**src/rtl/lsdmc_pkg.sv**
```systemverilog
// Package with constants and types of the LRU stack distance miss counter.
`default_nettype none
package lsdmc_pkg;
    localparam int STACK_DEPTH = 1024;
    localparam int MAX_SIZES   = 7;
    localparam int PTR_W       = $clog2(STACK_DEPTH);
    localparam int FILL_W      = $clog2(STACK_DEPTH + 1);
    localparam int SIZE_W      = 11;
    localparam int SIDX_W      = 3;
    localparam int ADDR_W      = 32;
    localparam int CNT_W       = 32;

    localparam logic [1:0] KIND_SINGLE = 2'd0;
    localparam logic [1:0] KIND_RANGE  = 2'd1;
    localparam logic [1:0] KIND_REPORT = 2'd2;
    localparam logic [1:0] KIND_NONE   = 2'd3;

    localparam logic [2:0] REG_NUM_SIZES = 3'd0;
    localparam logic [2:0] REG_SIZE_0    = 3'd1;

    // Commands from the controller to the datapath.
    typedef struct packed {
        logic load;      // capture the input transaction
        logic rd_start;  // read stack entry at index 0
        logic rd_next;   // advance the search index and read it
        logic wr_shift;  // write held entry one slot down
        logic wr_top;    // write the address at the top
        logic hit_count; // count misses for a hit at current depth
        logic cold;      // count a cold miss and grow the fill
        logic next_addr; // step to the next range address
        logic rep_next;  // advance report index
        logic clr;       // clear all counters
    } t_cmd;

    typedef struct packed {
        logic match;     // registered read data equals address
        logic at_end;    // search index reached fill
        logic more;      // range has another access
        logic rep_last;  // report index is the final active size
        logic rep_none;  // no active sizes
    } t_sts;
endpackage
`default_nettype wire

```
**src/rtl/lsdmc_ctrl.sv**
```systemverilog
// Controller state machine sequencing searches, stack shifts and reports.
`default_nettype none
module lsdmc_ctrl import lsdmc_pkg::*; (
    input  wire logic       i_clk,
    input  wire logic       i_rst_n,
    input  wire logic       i_valid,
    output logic            o_stall,
    input  wire logic [1:0] i_kind,
    input  wire logic [15:0] i_count,
    input  wire logic [1:0] i_hkind,
    input  wire t_sts       i_sts,
    output t_cmd            o_cmd,
    output logic            o_valid,
    input  wire logic       i_out_stall
);
    typedef enum logic [2:0] {S_IDLE, S_START, S_SEARCH, S_TOP, S_REPORT} t_state;
    t_state r_state, n_state;
    logic   w_acc;

    assign o_stall = (r_state != S_IDLE);
    assign w_acc   = i_valid && !o_stall;
    assign o_valid = (r_state == S_REPORT) && !i_sts.rep_none;

    // Search: each cycle compares entry idx (read last cycle) and writes the
    // held entry into slot idx; a match or the fill end stops, then the top
    // is written.
    always_comb begin
        o_cmd   = '0;
        n_state = r_state;
        case (r_state)
            S_IDLE: begin
                if (w_acc) begin
                    o_cmd.load = 1'b1;
                    if (i_kind == KIND_SINGLE ||
                        (i_kind == KIND_RANGE && i_count != 16'd0)) begin
                        n_state = S_START;
                    end else if (i_kind == KIND_REPORT) begin
                        n_state = S_REPORT;
                    end
                end
            end
            S_START: begin
                o_cmd.rd_start = 1'b1;
                n_state = S_SEARCH;
            end
            S_SEARCH: begin
                o_cmd.wr_shift = 1'b1;
                if (i_sts.at_end) begin
                    o_cmd.cold = 1'b1;
                    n_state = S_TOP;
                end else if (i_sts.match) begin
                    o_cmd.hit_count = 1'b1;
                    n_state = S_TOP;
                end else begin
                    o_cmd.rd_next = 1'b1;
                    n_state = S_SEARCH;
                end
            end
            S_TOP: begin
                o_cmd.wr_top = 1'b1;
                if (i_hkind == KIND_RANGE && i_sts.more) begin
                    o_cmd.next_addr = 1'b1;
                    n_state = S_START;
                end else begin
                    n_state = S_IDLE;
                end
            end
            S_REPORT: begin
                if (i_sts.rep_none) begin
                    o_cmd.clr = 1'b1;
                    n_state = S_IDLE;
                end else if (!i_out_stall) begin
                    o_cmd.rep_next = 1'b1;
                    if (i_sts.rep_last) begin
                        o_cmd.clr = 1'b1;
                        n_state = S_IDLE;
                    end
                end
            end
            default: n_state = S_IDLE;
        endcase
    end

    always_ff @(posedge i_clk) begin
        if (!i_rst_n) begin
            r_state <= S_IDLE;
        end else begin
            r_state <= n_state;
        end
    end
endmodule
`default_nettype wire

```
**config.mk**
```make
export PLATFORM = sky130hd
export DESIGN_NAME = lsdmc_ctrl
export DESIGN_NICKNAME = d
export VERILOG_FILES = /design/src/rtl/lsdmc_pkg.sv /design/src/rtl/lsdmc_ctrl.sv
export SDC_FILE = /design/constraint.sdc
export NUM_CORES = 1
export LEC_CHECK = 0
export BUFFER_PORTS_ARGS = -buffer_cell sky130_fd_sc_hd__buf_2
export CAP_MARGIN = 25
export CORE_AREA = 2 2 39 41
export DETAILED_ROUTE_END_ITERATION = 7
export DIE_AREA = 0 0 41 43
export GPL_ROUTABILITY_DRIVEN = 0
export PLACE_DENSITY_LB_ADDON = 0.3
export SLEW_MARGIN = 5
export SYNTH_ARGS = -nofsm -noshare
export SYNTH_HDL_FRONTEND = slang
export SYNTH_SLANG_ARGS = --single-unit
export TNS_END_PERCENT = 5
```
**constraint.sdc**
```tcl
create_clock -name i_clk -period 1.5 [get_ports i_clk]
set_input_delay 0.225 -clock i_clk [delete_from_list [all_inputs] [get_ports i_clk]]
set_output_delay 0.225 -clock i_clk [all_outputs]
set_load 0.005 [all_outputs]
```
==> impl_metrics.env, run 1 <==
export IMPL_p_clk_share_pct=37.3
export IMPL_seq_power_share_pct=27.3
export IMPL_drv_cap=0
export IMPL_report_final_setup_viol=0
export IMPL_final_nets=112
export IMPL_drive_gt1_share_pct=60.98
export IMPL_largest_register_ffs=3
export IMPL_crit_path_start="r_state[0]"
export IMPL_grt_pass1_vias=336
export IMPL_dpl_worst_slack_ns=0.1706
export IMPL_cts_hold_buf=0
export IMPL_swShare_pct=29.02
export IMPL_vias=439
export IMPL_outcome="finished clean"
export IMPL_area_growth_pct=96.82
export IMPL_synth_nets=67
export IMPL_cp_top_family="simple AND/OR/NAND/NOR gates"
export IMPL_skew_ns=0.002975
export IMPL_yosysMostFrequentCell="nor2_1"
export IMPL_antenna_found_initial=0
export IMPL_reg2reg_depth=4
export IMPL_slew_violations=0
export IMPL_die_area_um2=1763
export IMPL_worst_path_buf_inv=1
export IMPL_synth_area_um2=275.3
export IMPL_synth_ff_type="dfxtp_1"
export IMPL_synth_top_area_share_pct=21.82
export IMPL_antenna_cells=0
export IMPL_tightest_slew_ns=0.3208
export IMPL_post_cts_buffers=0
export IMPL_ys_ff_latch=3
export IMPL_critPathKind="reg2out"
export IMPL_grt_pass1_wl_um=1117
export IMPL_timing_fmax_mhz=702.8
export IMPL_hp_class="in2reg"
export IMPL_ant_nets=0
export IMPL_slowest_delay_ns=0.42
export IMPL_drt_iter0_drc=5
export IMPL_r2r_slack_ns=0.25
export IMPL_clk_pin_slew_ns=0.04
export IMPL_cp_end_kind="output pin"
export IMPL_final_hold_violation_count=0
export IMPL_synth_distinct_cells=22
export IMPL_cp_slowest_cell="dfxtp_1"
export IMPL_die_width_um=41
export IMPL_cp_data_arrival_time_ns=1.20
export IMPL_synthTopCellsByArea="dfxtp_1 (22%), nor3b_1 (8.2%), nor2_1 (6.8%), nor4b_1 (6.4%), a21oi_1 (5.5%)"
export IMPL_grt_max_degree=8
export IMPL_finish_utilization_pct=39.15
export IMPL_setup_slack_ns=0.07708
export IMPL_grt_usage_pct=9.629
export IMPL_grt_overflow_total=0
export IMPL_rsz0062_at_grt="false"
export IMPL_root_buffer="clkbuf_4"
export IMPL_fin_crit_ns=1.423
export IMPL_cts_buffers_inserted=3
export IMPL_cp_start_kind="flop"
export IMPL_synth_top_cell_by_area="dfxtp_1"
export IMPL_timing_setup_tns_ns=0
export IMPL_finalPower_w=0.0003791
export IMPL_synthTopCellsByCount="nor2_1 (5), a21oi_1 (3), dfxtp_1 (3), inv_1 (3), nor3b_1 (3)"
export IMPL_combPwrFrac_pct=35.4
export IMPL_top_regs="r_state (3)"
export IMPL_routed_wl_um=896
export IMPL_htreeDepth=1
export IMPL_pwr_density_cell_nw_per_um2=699.7
export IMPL_drcViolationCount=0
export IMPL_async_reset_ff_share_pct=0
export IMPL_avgSynthCellArea_um2=7.244
export IMPL_regMostFlops="r_state"
export IMPL_cts_tree="yes"
export IMPL_dr_pass1_iters=2
export IMPL_clkLatencyLatePin_ns=0.23
export IMPL_timing_rr_end="r_state[2]"
export IMPL_synth_edf_count=0
export IMPL_start_util_pct=19.89
export IMPL_critPathRequiredTime_ns=1.27
export IMPL_avgViaCountPerCell=4.480
export IMPL_syn_inst=38
export IMPL_dpl_hpwl_um=757.1
export IMPL_cp_depth=3
export IMPL_wire_per_inst_um=9.143
export IMPL_ys_seq_area_share_pct=21.82
export IMPL_critical_path_endpoint="o_cmd[2]"
export IMPL_cts_num_sinks=3
export IMPL_internal_power_w=0.0002691
export IMPL_portBuffers=40
export IMPL_coreArea_um2=1384
export IMPL_switching_power_w=0.0001100
export IMPL_total_leakage_power_nw=0.3121
export IMPL_row_count=14
export IMPL_io_pins=41
export IMPL_min_period_over_period_pct=94.86
export IMPL_slew_headroom_pct=78.31
export IMPL_yosysWarnings=0
export IMPL_crit_path_max_fanout=6
export IMPL_die_y_um=43
export IMPL_ir_drop_v=0.0002337
export IMPL_cts_buffer_depth=2
export IMPL_r2r_start="r_state[1]"
export IMPL_path_cells="and3b_2 -> and4b_1 -> buf_2"
## cell families after synthesis
kind of cell	count (synthesis)	synth area share, %
flip-flops	3	21.82
AND/OR/NAND/NOR	22	50.01
buffers and inverters	4	5.907
AO/OA/AOI/OAI	9	22.27
## metrics by stage
stage | hold WS, ns | instance area, µm² | cells
floorplan | 0.3428 | 275.3 | 38
global placement | 0.4693 | 498.0 | 94
detailed placement | 0.4778 | 498.0 | 94
CTS | 0.2334 | 535.5 | 98
global route | 0.2440 | 541.8 | 98
finish | 0.2361 | 541.8 | 98
## cell usage in the layout (no fill, tap or decap), drive strengths merged
cell    instances
a21oi           3
and2            1
and3b           2
and4b           1
buf            41
clkbuf          4
dfxtp           3
inv             3
nand2           2
nand2b          1
nand4           1
nor2            5
nor3            1
nor3b           3
nor4            2
nor4b           2
o211a           1
o211ai          1
o21a            2
o21ai           1
o41ai           1
or3             1
## worst register-to-register path, delay by kind of cell (launching register included)
kind             cells  cell delay (ns)
AND/OR/NAND/NOR      1             0.42
flip-flops           1             0.33
AO/OA/AOI/OAI        3             0.38
## metal layers
| layer | global-route usage [%] | vias up | part of all wire, % |
|---|---|---|---|
| met2 | 17.50 | 26 | 48 |
| met5 | 0 | - | 0 |
| met4 | 6.000 | 0 | 0 |
| met3 | 5.236 | 0 | 16 |
| met1 | 6.731 | 183 | 36 |
| li1 | - | 230 | - |
## power groups by stage
stage,logic (W),registers (W),clock network [W]
after detailed placement,0.000128,0.000102,0
after global placement,0.000127,0.000102,0
after global routing,0.000153,0.000106,0.000153
after CTS,0.000135,0.000103,0.000148
after floorplan,0.0000623,0.0000985,0
final,0.000134,0.000103,0.000141
## repair_timing
| item | in CTS | in global routing |
|---|---|---|
| pin swaps | 0 | 1 |
| setup endpoints to repair | 3 | 3 |
| resized for setup | 3 | 2 |
## layout make-up
type | count | area, µm²
multi-input combinational | 31 | 214.0
sequential | 3 | 62.56
inverter | 3 | 11.26
clock buffer | 4 | 26.28
tap | 16 | 20.02
fill | 164 | 842.1
timing repair buffer | 41 | 207.7
## how the worst min path moves through the flow
stage            start    endpoint  slack, ns  cells past startpoint
2_1_floorplan  i_rst_n  r_state[1]       0.34                      1
3_3_place_gp   i_rst_n  r_state[1]       0.47                      2
3_5_place_dp   i_rst_n  r_state[1]       0.48                      2
4_1_cts        i_rst_n  r_state[1]       0.23                      2
5_1_grt        i_rst_n  r_state[1]       0.24                      2
6_report       i_rst_n  r_state[1]       0.24                      2
Power figures use the tool's default switching activity.
==> inputs of run 2 (changes only) <==
- CELL_PAD_IN_SITES_DETAIL_PLACEMENT: default -> 1
- CELL_PAD_IN_SITES_GLOBAL_PLACEMENT: default -> 1
- CORE_AREA: 2 2 39 41 -> default
- CORE_ASPECT_RATIO: default -> 1.25
- CORE_MARGIN: default -> 2
- CORE_UTILIZATION: default -> 15
- DIE_AREA: 0 0 41 43 -> default
==> run 2 against run 1 <==
Net effect: hold slack better by 0.0073 ns; clock skew down 0.0026 ns; register-to-register slack lost 0.02 ns; critical endpoint is now o_cmd[7]; total power increased by 0.62%; largest cell class unchanged; setup slack worse by 0.029 ns; highest routed layer is now met4; sequential share of layout area fell by 0.34 points; critical path type unchanged.
==> impl_metrics.env, run 2 (synthesis gave the netlist of run 1 again) <==
export IMPL_antenna_cells=0
export IMPL_dpl_hpwl_um=966.8
export IMPL_io_pins=41
export IMPL_drt_iter0_drc=0
export IMPL_slowest_delay_ns=0.40
export IMPL_routed_top_layer="met4"
export IMPL_root_buffer="clkbuf_4"
export IMPL_cp_data_arrival_time_ns=1.23
export IMPL_die_width_um=42.32
export IMPL_whs_ns=0.2434
export IMPL_largest_register_ffs=3
export IMPL_cp_slowest_cell="dfxtp_1"
export IMPL_cts_hold_buf=0
export IMPL_ir_drop_v=0.0002996
export IMPL_die_area_um2=2196
export IMPL_wl_met3_um=159
export IMPL_cp_start_kind="flop"
export IMPL_cts_num_sinks=3
export IMPL_drcViolationCount=0
export IMPL_tightest_slew_ns=0.2726
export IMPL_worst_path_buf_inv=1
export IMPL_cp_end_kind="output pin"
export IMPL_routed_wl_um=1084
export IMPL_grt_overflow_total=0
export IMPL_hp_class="in2reg"
export IMPL_pwr_density_cell_nw_per_um2=683.6
export IMPL_skew_ns=0.0003665
export IMPL_slew_headroom_pct=81.57
export IMPL_start_util_pct=15.78
export IMPL_finalPower_w=0.0003815
export IMPL_timing_setup_tns_ns=0
export IMPL_fin_crit_ns=1.452
export IMPL_drive_gt1_share_pct=62.20
export IMPL_cp_top_family="simple AND/OR/NAND/NOR gates"
export IMPL_final_nets=112
export IMPL_row_count=17
export IMPL_portBuffers=40
export IMPL_avgViaCountPerCell=4.455
export IMPL_area_growth_pct=102.7
export IMPL_antenna_found_initial=0
export IMPL_grt_max_degree=8
export IMPL_grt_usage_pct=10.27
export IMPL_cts_buffers_inserted=3
export IMPL_min_period_over_period_pct=96.81
export IMPL_cts_tree="yes"
export IMPL_final_common_cell="buf_2"
export IMPL_top_regs="r_state (3)"
export IMPL_critPathKind="reg2out"
export IMPL_coreArea_um2=1744
export IMPL_htreeDepth=1
export IMPL_cts_buffer_depth=2
export IMPL_dr_pass1_iters=1
export IMPL_critPathRequiredTime_ns=1.27
export IMPL_slew_violations=0
export IMPL_finish_utilization_pct=31.99
export IMPL_vias=450
export IMPL_grt_pass1_vias=413
export IMPL_met1_length_um=365
export IMPL_timing_fmax_mhz=688.6
export IMPL_wire_per_inst_um=10.73
export IMPL_path_cells="nor3b_4 -> nor3b_2 -> buf_2"
export IMPL_total_leakage_power_nw=0.3117
export IMPL_outcome="finished clean"
export IMPL_crit_path_max_fanout=6
export IMPL_regMostFlops="r_state"
export IMPL_final_cell_mix="buf_2 (40), nor2_1 (5), inv_1 (3), a21oi_1 (3), clkbuf_4 (3)"
export IMPL_die_y_um=51.90
export IMPL_final_hold_violation_count=0
export IMPL_clkLatencyLatePin_ns=0.23
export IMPL_ant_nets=0
export IMPL_report_final_setup_viol=0
export IMPL_dr_wl_met2_um=551
export IMPL_drv_cap=0
export IMPL_post_cts_buffers=0
export IMPL_clk_pin_slew_ns=0.03
export IMPL_grt_pass1_wl_um=1669
export IMPL_rsz0062_at_grt="true"
run 2: power by group:
| group | switching, W | internal [W] | leakage, nW |
|---|---|---|---|
| clock | 0.0000370 | 0.0000994 | 0.0150 |
| combinational | 0.0000571 | 0.0000823 | 0.271 |
| sequential | 0.0000153 | 0.0000904 | 0.0254 |
run 2: what timing repair did:
action	in CTS	in global routing
pin swaps	0	0
resized for setup	2	5
gates cloned	0	0
endpoints found under the setup margin	3	5
run 2: layout make-up:
cell class | instances | area, µm²
multi-input combinational | 31 | 226.5
fill | 238 | 1186
timing repair buffer | 41 | 207.7
sequential | 3 | 62.56
tap | 19 | 23.77
clock buffer | 4 | 26.28
inverter | 3 | 11.26
run 2: final timing paths:
| path | cells after the start | end | slack, ns | from |
|---|---|---|---|---|
| max | 3 | o_cmd[7] | 0.05 | r_state[1] |
| min | 2 | r_state[1] | 0.24 | i_rst_n |
| max reg2reg | 4 | r_state[2] | 0.23 | r_state[2] |
| min reg2reg | 2 | r_state[2] | 0.58 | r_state[2] |
run 2: per-stage QoR:
step	cell area (µm²)	worst slack, ns	instances
global placement	501.7	0.1718	97
floorplan	275.3	0.1980	38
detailed placement	501.7	0.1581	97
global route	558.0	-0.05596	101
CTS	538.0	0.01467	101
finish	558.0	0.04778	101
run 2: routing by layer:
metal,vias to the layer above,GRT usage (%)
met2,28,17.69
met5,-,0
met3,2,3.819
li1,230,-
met4,0,9.375
met1,190,9.224
==> inputs of run 3 (changes only) <==
- GPL_ROUTABILITY_DRIVEN: 0 -> default
- PLACE_DENSITY: default -> 0.75
- PLACE_DENSITY_LB_ADDON: 0.3 -> default
- RECOVER_POWER: default -> 100
==> run 3 against run 2 <==
Net effect: core utilization fell by 0.50 points; sequential cell count did not move; combinational power barely moved; maximum frequency rose by 2.3%; via count rose by 2.4%; clock skew rose by 0.0023 ns; critical path depth rose by 1; critical path type unchanged; clock-buffer cell count did not move; highest routed layer is now met3; register-to-register slack got worse by 0.04 ns; die area did not move.
==> impl_metrics.env, run 3 (synthesis gave the netlist of run 1 again) <==
export IMPL_cts_buffers_inserted=3
export IMPL_cp_top_family="flip-flops"
export IMPL_wire_per_inst_um=11.45
export IMPL_place_area_um2=501.7
export IMPL_io_pins=41
export IMPL_timing_setup_tns_ns=0
export IMPL_antenna_found_initial=0
export IMPL_drcViolationCount=0
export IMPL_cp_start_kind="flop"
export IMPL_grt_overflow_total=0
export IMPL_fin_crit_ns=1.420
export IMPL_cp_slowest_cell="dfxtp_2"
export IMPL_vias=461
export IMPL_dpl_hpwl_um=974.9
export IMPL_regMostFlops="r_state"
export IMPL_die_area_um2=2196
export IMPL_worst_path_buf_inv=2
export IMPL_top_regs="r_state (3)"
export IMPL_final_hold_violation_count=0
export IMPL_drive_gt1_share_pct=58.54
export IMPL_die_y_um=51.90
export IMPL_largest_register_ffs=3
export IMPL_root_buffer="clkbuf_4"
export IMPL_skew_ns=0.002713
export IMPL_ir_drop_v=0.0002244
export IMPL_final_cell_mix="buf_2 (35), clkbuf_1 (6), nor2_1 (4)"
export IMPL_report_final_setup_viol=0
export IMPL_pwr_density_cell_nw_per_um2=701.8
export IMPL_hp_class="in2reg"
export IMPL_slew_violations=0
export IMPL_slew_headroom_pct=78.04
export IMPL_portBuffers=40
export IMPL_clkLatencyLatePin_ns=0.23
export IMPL_cts_num_sinks=3
export IMPL_die_width_um=42.32
export IMPL_cts_hold_buf=0
export IMPL_drt_iter0_drc=1
export IMPL_cp_data_arrival_time_ns=1.20
export IMPL_place_congestion=0.6614
export IMPL_min_delay_path_depth=2
export IMPL_path_cells="nor3b_2 -> buf_4 -> nor3b_2 -> buf_2"
export IMPL_cts_buffer_depth=2
export IMPL_grt_usage_pct=10.93
export IMPL_internal_power_w=0.0002696
export IMPL_seq_power_share_pct=27.4
export IMPL_ant_nets=0
export IMPL_cp_depth=4
export IMPL_timing_rr_end="r_state[2]"
export IMPL_crit_path_start="r_state[1]"
export IMPL_area_growth_pct=99.55
export IMPL_drv_cap=0
export IMPL_timing_fmax_mhz=704.1
export IMPL_slowest_delay_ns=0.36
export IMPL_outcome="finished clean"
export IMPL_switching_power_w=0.0001159
export IMPL_cts_tree="yes"
export IMPL_grt_pass1_vias=465
export IMPL_grt_max_degree=8
export IMPL_tightest_slew_ns=0.3265
export IMPL_r2r_start="r_state[2]"
export IMPL_htreeDepth=1
export IMPL_fin_area_um2=549.3
export IMPL_routed_wl_um=1156
export IMPL_fill_cells=231
export IMPL_reg2reg_depth=4
export IMPL_total_leakage_power_nw=0.2922
export IMPL_r2r_slack_ns=0.19
export IMPL_final_common_cell="buf_2"
export IMPL_critical_path_endpoint="o_cmd[7]"
export IMPL_crit_path_max_fanout=6
export IMPL_grt_pass1_wl_um=1821
export IMPL_final_nets=112
export IMPL_clk_pin_slew_ns=0.04
export IMPL_min_period_over_period_pct=94.68
export IMPL_dr_pass1_iters=2
export IMPL_swShare_pct=30.06
export IMPL_critPathKind="reg2out"
export IMPL_antenna_cells=0
export IMPL_cpMostUsedCell="nor3b_2"
export IMPL_combPwrFrac_pct=36.1
export IMPL_coreArea_um2=1744
export IMPL_cp_end_kind="output pin"
export IMPL_critPathRequiredTime_ns=1.27
export IMPL_start_util_pct=15.78
export IMPL_row_count=17
export IMPL_avgViaCountPerCell=4.564
export IMPL_p_clk_share_pct=36.4
-- run 3: changes by cell type in the layout (fill, tap and decap cells not counted) --
cell      change
clkbuf_1      +5
nor2_2        +1
dfxtp_2       +1
dfxtp_1       -1
o21ai_0       +1
buf_2         -5
o21ai_1       -1
nor2_1        -1
nor3b_2       +1
nor3b_4       -1
-- run 3: worst min path at each step --
stage,slack [ns],start,endpoint
floorplan,0.34,i_rst_n,r_state[1]
global placement,0.47,i_rst_n,r_state[1]
detailed placement,0.48,i_rst_n,r_state[1]
CTS,0.23,i_rst_n,r_state[1]
global route,0.24,i_rst_n,r_state[1]
finish,0.24,i_rst_n,r_state[1]
-- run 3: routing by layer --
| metal | global-route usage, % | wire, µm | vias up |
|---|---|---|---|
| li1 | - | - | 232 |
| met1 | 9.664 | 408 | 205 |
| met2 | 20.77 | 611 | 24 |
| met3 | 5.208 | 136 | 0 |
| met4 | 4.688 | 0 | 0 |
| met5 | 0 | 0 | - |
-- run 3: cell type report --
cell class                      instances  area, µm²  area share, %
Sequential cell                         3      63.81          11.62
Inverter                                3      11.26          2.050
Tap cell                               19      23.77          4.328
Multi-Input combinational cell         31      222.7          40.55
Timing Repair Buffer                   41      201.4          36.67
Clock buffer                            4      26.28          4.784
-- run 3: repair_timing --
action,in CTS,in global routing
gates resized for setup,3,5
buffers inserted,0,0
setup endpoints to repair,2,4
pin swaps,0,0
-- run 3: metrics by stage --
step                cells  hold slack (ns)  util [%]  setup WS [ns]  power [W]
finish                101           0.2372     31.49        0.07979  0.0003855
detailed placement     97           0.4765     28.77         0.1488  0.0002341
floorplan              38           0.3428         -         0.1980  0.0001608
global route          101           0.2391     31.49       -0.01239  0.0004202
global placement       97           0.4741     28.77         0.1870  0.0002290
CTS                   101           0.2318     30.92        0.01220  0.0003904
-- run 3: worst reg2reg max path, cell delays in order (launching register included) --
cell	delay [ns]
dfxtp_2	0.34
or3_4	0.43
o211a_1	0.22
o21ai_0	0.15
a21oi_1	0.05
-- run 3: power groups by stage --
| stage | sequential, W | clock [W] | combinational [W] |
|---|---|---|---|
| floorplan | 0.0000985 | 0 | 0.0000623 |
| global route | 0.000108 | 0.000156 | 0.000157 |
| CTS | 0.000103 | 0.000148 | 0.000139 |
| detailed placement | 0.000102 | 0 | 0.000132 |
| finish | 0.000106 | 0.000140 | 0.000139 |
| global placement | 0.000101 | 0 | 0.000128 |
